--- src/sv/uvsph_pkg.sv ---
// Package of types, constants and functions shared by the UV sphere point unit.
package uvsph_pkg;

  localparam int unsigned CNT_W = 11;
  localparam int unsigned CNT_MAX = (1 << CNT_W) - 1;
  localparam int unsigned DIV_W = CNT_W + 1;
  localparam int unsigned PH_W = 32;
  localparam int unsigned QUO_W = PH_W + 1;
  localparam int unsigned TEX_W = 17;
  localparam int unsigned IDX_W = 21;
  localparam int unsigned POS_W = 16;
  localparam int unsigned ANG_W = 34;
  localparam int unsigned MUL_W = 32;
  localparam int unsigned DIV_CELLS = PH_W;
  localparam int unsigned SEC_TAP = 15;
  localparam int unsigned STK_TAP = 16;
  localparam int unsigned CFG_ADDR_W = 2;

  localparam int unsigned DEF_MAX_DIVISIONS = 1024;
  localparam int unsigned DEF_ANGLE_STAGES = 16;

  localparam logic [CNT_W-1:0] SECTOR_RESET = CNT_W'(36);
  localparam logic [CNT_W-1:0] STACK_RESET = CNT_W'(18);
  localparam logic [CFG_ADDR_W-1:0] REG_SECTOR_COUNT = CFG_ADDR_W'(0);
  localparam logic [CFG_ADDR_W-1:0] REG_STACK_COUNT = CFG_ADDR_W'(1);

  localparam logic [PH_W-1:0] QUARTER_TURN = 32'h4000_0000;
  localparam logic [PH_W-1:0] PI_Q30 = 32'hC90F_DAA2;
  localparam logic signed [ANG_W-1:0] GAIN_Q30 = 34'sh0_26DD_3B6A;
  localparam logic signed [63:0] RND_XY = 64'sh0000_1000_0000_0000;
  localparam logic signed [63:0] RND_Z = 64'sh0000_0000_0000_4000;

  localparam logic [1:0] QUAD_0 = 2'd0;
  localparam logic [1:0] QUAD_1 = 2'd1;
  localparam logic [1:0] QUAD_2 = 2'd2;
  localparam logic [1:0] QUAD_3 = 2'd3;

  typedef struct packed {
    logic [DIV_W-1:0] rem;
    logic [QUO_W-1:0] quo;
    logic [TEX_W-1:0] tex;
  } div_t;

  typedef struct packed {
    logic signed [ANG_W-1:0] x;
    logic signed [ANG_W-1:0] y;
    logic signed [ANG_W-1:0] z;
  } cor_t;

  typedef struct packed {
    logic valid;
    logic oog;
    logic [IDX_W-1:0] k1;
    logic [IDX_W-1:0] k2;
    logic up;
    logic lo;
    logic [TEX_W-1:0] tex_u;
    logic [TEX_W-1:0] tex_v;
    logic [1:0] q_sec;
    logic [1:0] q_stk;
  } side_t;

  function automatic logic signed [ANG_W-1:0] atan_q30(input int unsigned k);
    logic signed [ANG_W-1:0] a;
    case (k)
      0: a = 34'sh3243F6A8;
      1: a = 34'sh1DAC6705;
      2: a = 34'sh0FADBAFC;
      3: a = 34'sh07F56EA6;
      4: a = 34'sh03FEAB76;
      5: a = 34'sh01FFD55B;
      6: a = 34'sh00FFFAAA;
      7: a = 34'sh007FFF55;
      8: a = 34'sh003FFFEB;
      9: a = 34'sh001FFFFD;
      10: a = 34'sh00100000;
      11: a = 34'sh00080000;
      12: a = 34'sh00040000;
      13: a = 34'sh00020000;
      14: a = 34'sh00010000;
      15: a = 34'sh00008000;
      16: a = 34'sh00004000;
      17: a = 34'sh00002000;
      18: a = 34'sh00001000;
      19: a = 34'sh00000800;
      20: a = 34'sh00000400;
      21: a = 34'sh00000200;
      22: a = 34'sh00000100;
      23: a = 34'sh00000080;
      default: a = '0;
    endcase
    return a;
  endfunction

  function automatic logic [POS_W-1:0] sat16(input logic signed [63:0] v);
    logic [POS_W-1:0] r;
    if (v > 64'sd32767) begin
      r = 16'h7FFF;
    end else if (v < -64'sd32768) begin
      r = 16'h8000;
    end else begin
      r = v[POS_W-1:0];
    end
    return r;
  endfunction

endpackage

--- src/sv/uvsph_div_cell.sv ---
// One restoring-division cell: develops one quotient bit and may tap a rounded texture value.
module uvsph_div_cell #(
  parameter bit TEX_TAP = 1'b0
) (
  input  logic                           clk,
  input  logic [uvsph_pkg::DIV_W-1:0]    divisor,
  input  logic [uvsph_pkg::DIV_W-1:0]    half,
  input  uvsph_pkg::div_t                lane_in,
  output uvsph_pkg::div_t                lane_out
);

  logic [uvsph_pkg::DIV_W:0] rem2;
  logic                      ge;
  logic [uvsph_pkg::DIV_W-1:0] rem_next;
  logic [uvsph_pkg::QUO_W-1:0] quo_next;
  logic [uvsph_pkg::DIV_W:0]   rnd_sum;
  logic [uvsph_pkg::TEX_W-1:0] tex_next;

  always_comb begin
    rem2 = {lane_in.rem, 1'b0};
    ge = rem2 >= {1'b0, divisor};
    rem_next = ge ? uvsph_pkg::DIV_W'(rem2 - {1'b0, divisor}) : rem2[uvsph_pkg::DIV_W-1:0];
    quo_next = {lane_in.quo[uvsph_pkg::QUO_W-2:0], ge};
    rnd_sum = {1'b0, rem_next} + {1'b0, half};
    if (TEX_TAP) begin
      tex_next = quo_next[uvsph_pkg::TEX_W-1:0]
               + uvsph_pkg::TEX_W'(rnd_sum >= {1'b0, divisor});
    end else begin
      tex_next = lane_in.tex;
    end
  end

  always_ff @(posedge clk) begin
    lane_out.rem <= rem_next;
    lane_out.quo <= quo_next;
    lane_out.tex <= tex_next;
  end

endmodule

--- config.mk ---
export PLATFORM = sky130hd
export DESIGN_NAME = uvsph_div_cell
export DESIGN_NICKNAME = d
export VERILOG_FILES = /design/src/sv/uvsph_pkg.sv /design/src/sv/uvsph_div_cell.sv
export SDC_FILE = /design/constraint.sdc
export NUM_CORES = 1
export LEC_CHECK = 0
export BUFFER_PORTS_ARGS = -buffer_cell sky130_fd_sc_hd__buf_2
export CORE_MARGIN = 2
export CORE_UTILIZATION = 37
export DETAILED_ROUTE_END_ITERATION = 16
export PLACE_DENSITY_LB_ADDON = 0.1
export SLEW_MARGIN = 20
export SYNTH_ARGS = -nofsm -noshare
export SYNTH_HDL_FRONTEND = slang
export SYNTH_SLANG_ARGS = --single-unit
--- constraint.sdc ---
create_clock -name clk -period 2.55 [get_ports clk]
set_input_delay 0.1275 -clock clk [delete_from_list [all_inputs] [get_ports clk]]
set_output_delay 0.1275 -clock clk [all_outputs]
set_load 0.03 [all_outputs]
==> results_dict.tcl <==
set metrics [dict create \
    path_cells "buf_2, inv_1, ha_1, a21oi_4, o21ai_2, a2111oi_4, a21oi_4, buf_4, mux2_2" \
    dp_hpwl_um 4190 \
    vias 2012 \
    syn_to_final_growth_pct 69.3 \
    layout.nets 477 \
    ys.flop_type "dfxtp_1" \
    ioPinCount 149 \
    die_h_um 80.4 \
    synth_cell_types 42 \
    top_register "lane_out" \
    path_class "input port to flop" \
    critPathMaxFanout 9 \
    largest_reg_flops 62 \
    first_pass_iters 4 \
    syn_area_um2 2160 \
    setup_viol 0 \
    synthMuxAreaShare_pct 3.65 \
    crit_path_start_kind "input port" \
    grt_first_pass_wirelength_um 9890 \
    clkSinkCount 62 \
    syn_nets 285 \
    synth-xor-area-share_pct 2.03 \
    status "finished, final reports clean" \
    port_buffers 135 \
    grt.total_usage_pct 20.2 \
    cpPeakStageDelay_ps 420 \
    crit_arrival_ps 2020 \
    routed_wl_um 6420 \
    synth_edf_count 0 \
    relSlewSlack_pct 68.3 \
    cpMaxStageDelayCell "ha_1" \
    htreeDepth 3 \
    dieArea_um2 6470 \
    gp_congestion 0.811 \
    root_buffer "clkbuf_8" \
    synth_compound_area_share_pct 14.2 \
    ys_seq_area_share_pct 57.4 \
    grt_overflow 0 \
    finalCritPeriodShare_pct 70.8 \
    drive_above_1_share_pct 44.2 \
    avgSynthCellArea_um2 11.7 \
    leakagePower_nw 1.80 \
    cap_violations 0 \
    cts_buffers 9 \
    crit_path_end_kind "flop" \
    cp_data_required_time_ps 2770 \
    post_cts_resized 0 \
    rsz0062_at_grt "false" \
    tns_ps 0 \
    finalInstanceArea_um2 3660 \
    antenna_found_initial 0 \
    synthAdderAreaFrac_pct 7.87 \
    maxSlewViolCount 0 \
    cts_buffer_depth 2 \
    synth_top_family_by_area "compound AO/OA/AOI/OAI gates" \
    largest_registers "lane_out x62" \
    holdCritStartpoint "lane_in[59]" \
    routedWlPerCell_um 14.1 \
    core_area_um2 5570 \
    grt_pass1_vias 2052 \
    hold_class "input port to flop" \
    ys_seq_elements 62 \
    path_common_cell "a21oi_4" \
    holdPathEnd "lane_out[60]$_DFF_P_" \
    clk_pin_slew_ps 80 \
    yosys.area_share.simple_pct 10.1 \
    detail-route-antenna-nets 0 \
    antenna_cells 0 \
    synthCells 185 \
    hold_depth 2 \
    routed_via_density 4.43 \
    placed_area_um2 2900 \
    synth-async-reset-ratio_pct 0 \
    synth_warnings 0 \
    peakVddDrop_mv 0.486 \
    initial_utilization_pct 38.8 \
    cellPowerDensity_nw_per_um2 773 \
    fmax_mhz 554 \
    rows 27 \
    drtIter0Drc 43 \
    hold_viol 0 \
    route.detailed.drc 0 \
    grt_max_degree 13 \
    min_period_ps 1810 \
    cts_tree "yes" \
    worst_pin_slew_ps 469 \
    die_w_um 80.4 \
]
-- worst max-delay path by stage --
| stage | start | endpoint | slack, ps | cells past startpoint |
|---|---|---|---|---|
| finish | divisor[8] | lane_out[56]$_DFF_P_ | 740 | 9 |
| detailed placement | divisor[8] | lane_out[58]$_DFF_P_ | 400 | 9 |
| global placement | divisor[8] | lane_out[58]$_DFF_P_ | 420 | 9 |
| CTS | divisor[8] | lane_out[58]$_DFF_P_ | 760 | 9 |
| floorplan | divisor[8] | lane_out[59]$_DFF_P_ | 720 | 9 |
| global route | divisor[8] | lane_out[56]$_DFF_P_ | 650 | 9 |
-- cells by family after synthesis --
kind of cell    count (synthesis)
buf+inv                        21
compound gates                 35
simple gates                   42
fa+ha+maj                      13
xor+xnor                        5
mux                             7
flops                          62
-- worst max-delay path: cells and delay by family --
family	cells	cell delay, ps
mux	1	270
fa+ha+maj	1	420
compound gates	4	900
buf+inv	3	290
-- per-layer routing --
metal  global-route usage (%)  vias up  share of wire, %
met3                     6.85        6               9.6
met5                        0        -                 0
met1                     22.8      896                39
li1                         -     1016                 -
met4                     5.93        0              0.98
met2                     35.8       94                51
-- cells in the mapped netlist (all sizes together) (2+ instances only) --
library cell	count	area share (%)
dfxtp	62	57
ha	12	6.9
a21oi	11	4.1
xnor2	3	1.2
buf	4	1.8
a211oi	3	1.0
o21ai	8	2.2
inv	16	2.8
o21a	2	0.69
nor2	14	2.4
nand2	6	1.0
nand2b	6	1.7
o211ai	2	1.3
and3	2	0.58
mux2	7	3.6
xor2	2	0.81
o31ai	2	0.69
nor3	5	1.2
nand4b	2	0.81
-- area by class of cell --
class | instances | area, um2
clock buffer | 9 | 124
clock inverter | 7 | 145
fill | 447 | 1920
inverter | 16 | 60.1
multi-input combinational | 102 | 817
sequential | 62 | 1240
tap | 72 | 90.1
timing repair buffer | 186 | 1180
-- cell usage in the layout (no fill, tap or decap), types with 4 or more instances in the layout --
cell type      count
nand2b_1           6
nor2_1            14
buf_2            135
clkbuf_8           9
nor3_1             5
dfxtp_1           62
mux2_2             7
nand2_1            6
inv_1             16
ha_1              12
dlygate4sd3_1     49
a21oi_1            8
bufinv_16          4
o21ai_0            5
-- timing repair --
action / in CTS / in global routing
hold buffers: 49 / 0
endpoints found under the hold margin: 49 / 0
setup buffers: 0 / 0
-- through the flow --
stage | util (%) | hold WS [ps] | setup slack (ps) | cells | power (mW)
finish | 65.6 | 46.2 | 744 | 454 | 2.83
global route | 65.6 | 31.3 | 648 | 454 | 2.97
global placement | 52.0 | 230 | 417 | 389 | 1.63
floorplan | - | 155 | 723 | 185 | 1.47
CTS | 65.6 | 25.6 | 759 | 454 | 2.86
detailed placement | 52.0 | 232 | 404 | 389 | 1.64
-- where the power goes --
group	internal [mW]	switching, mW	leakage, nW
logic	0.253	0.358	1.15
clock network	0.753	0.393	0.130
registers	1.05	0.0197	0.523
(Power assumes the default switching activity.)
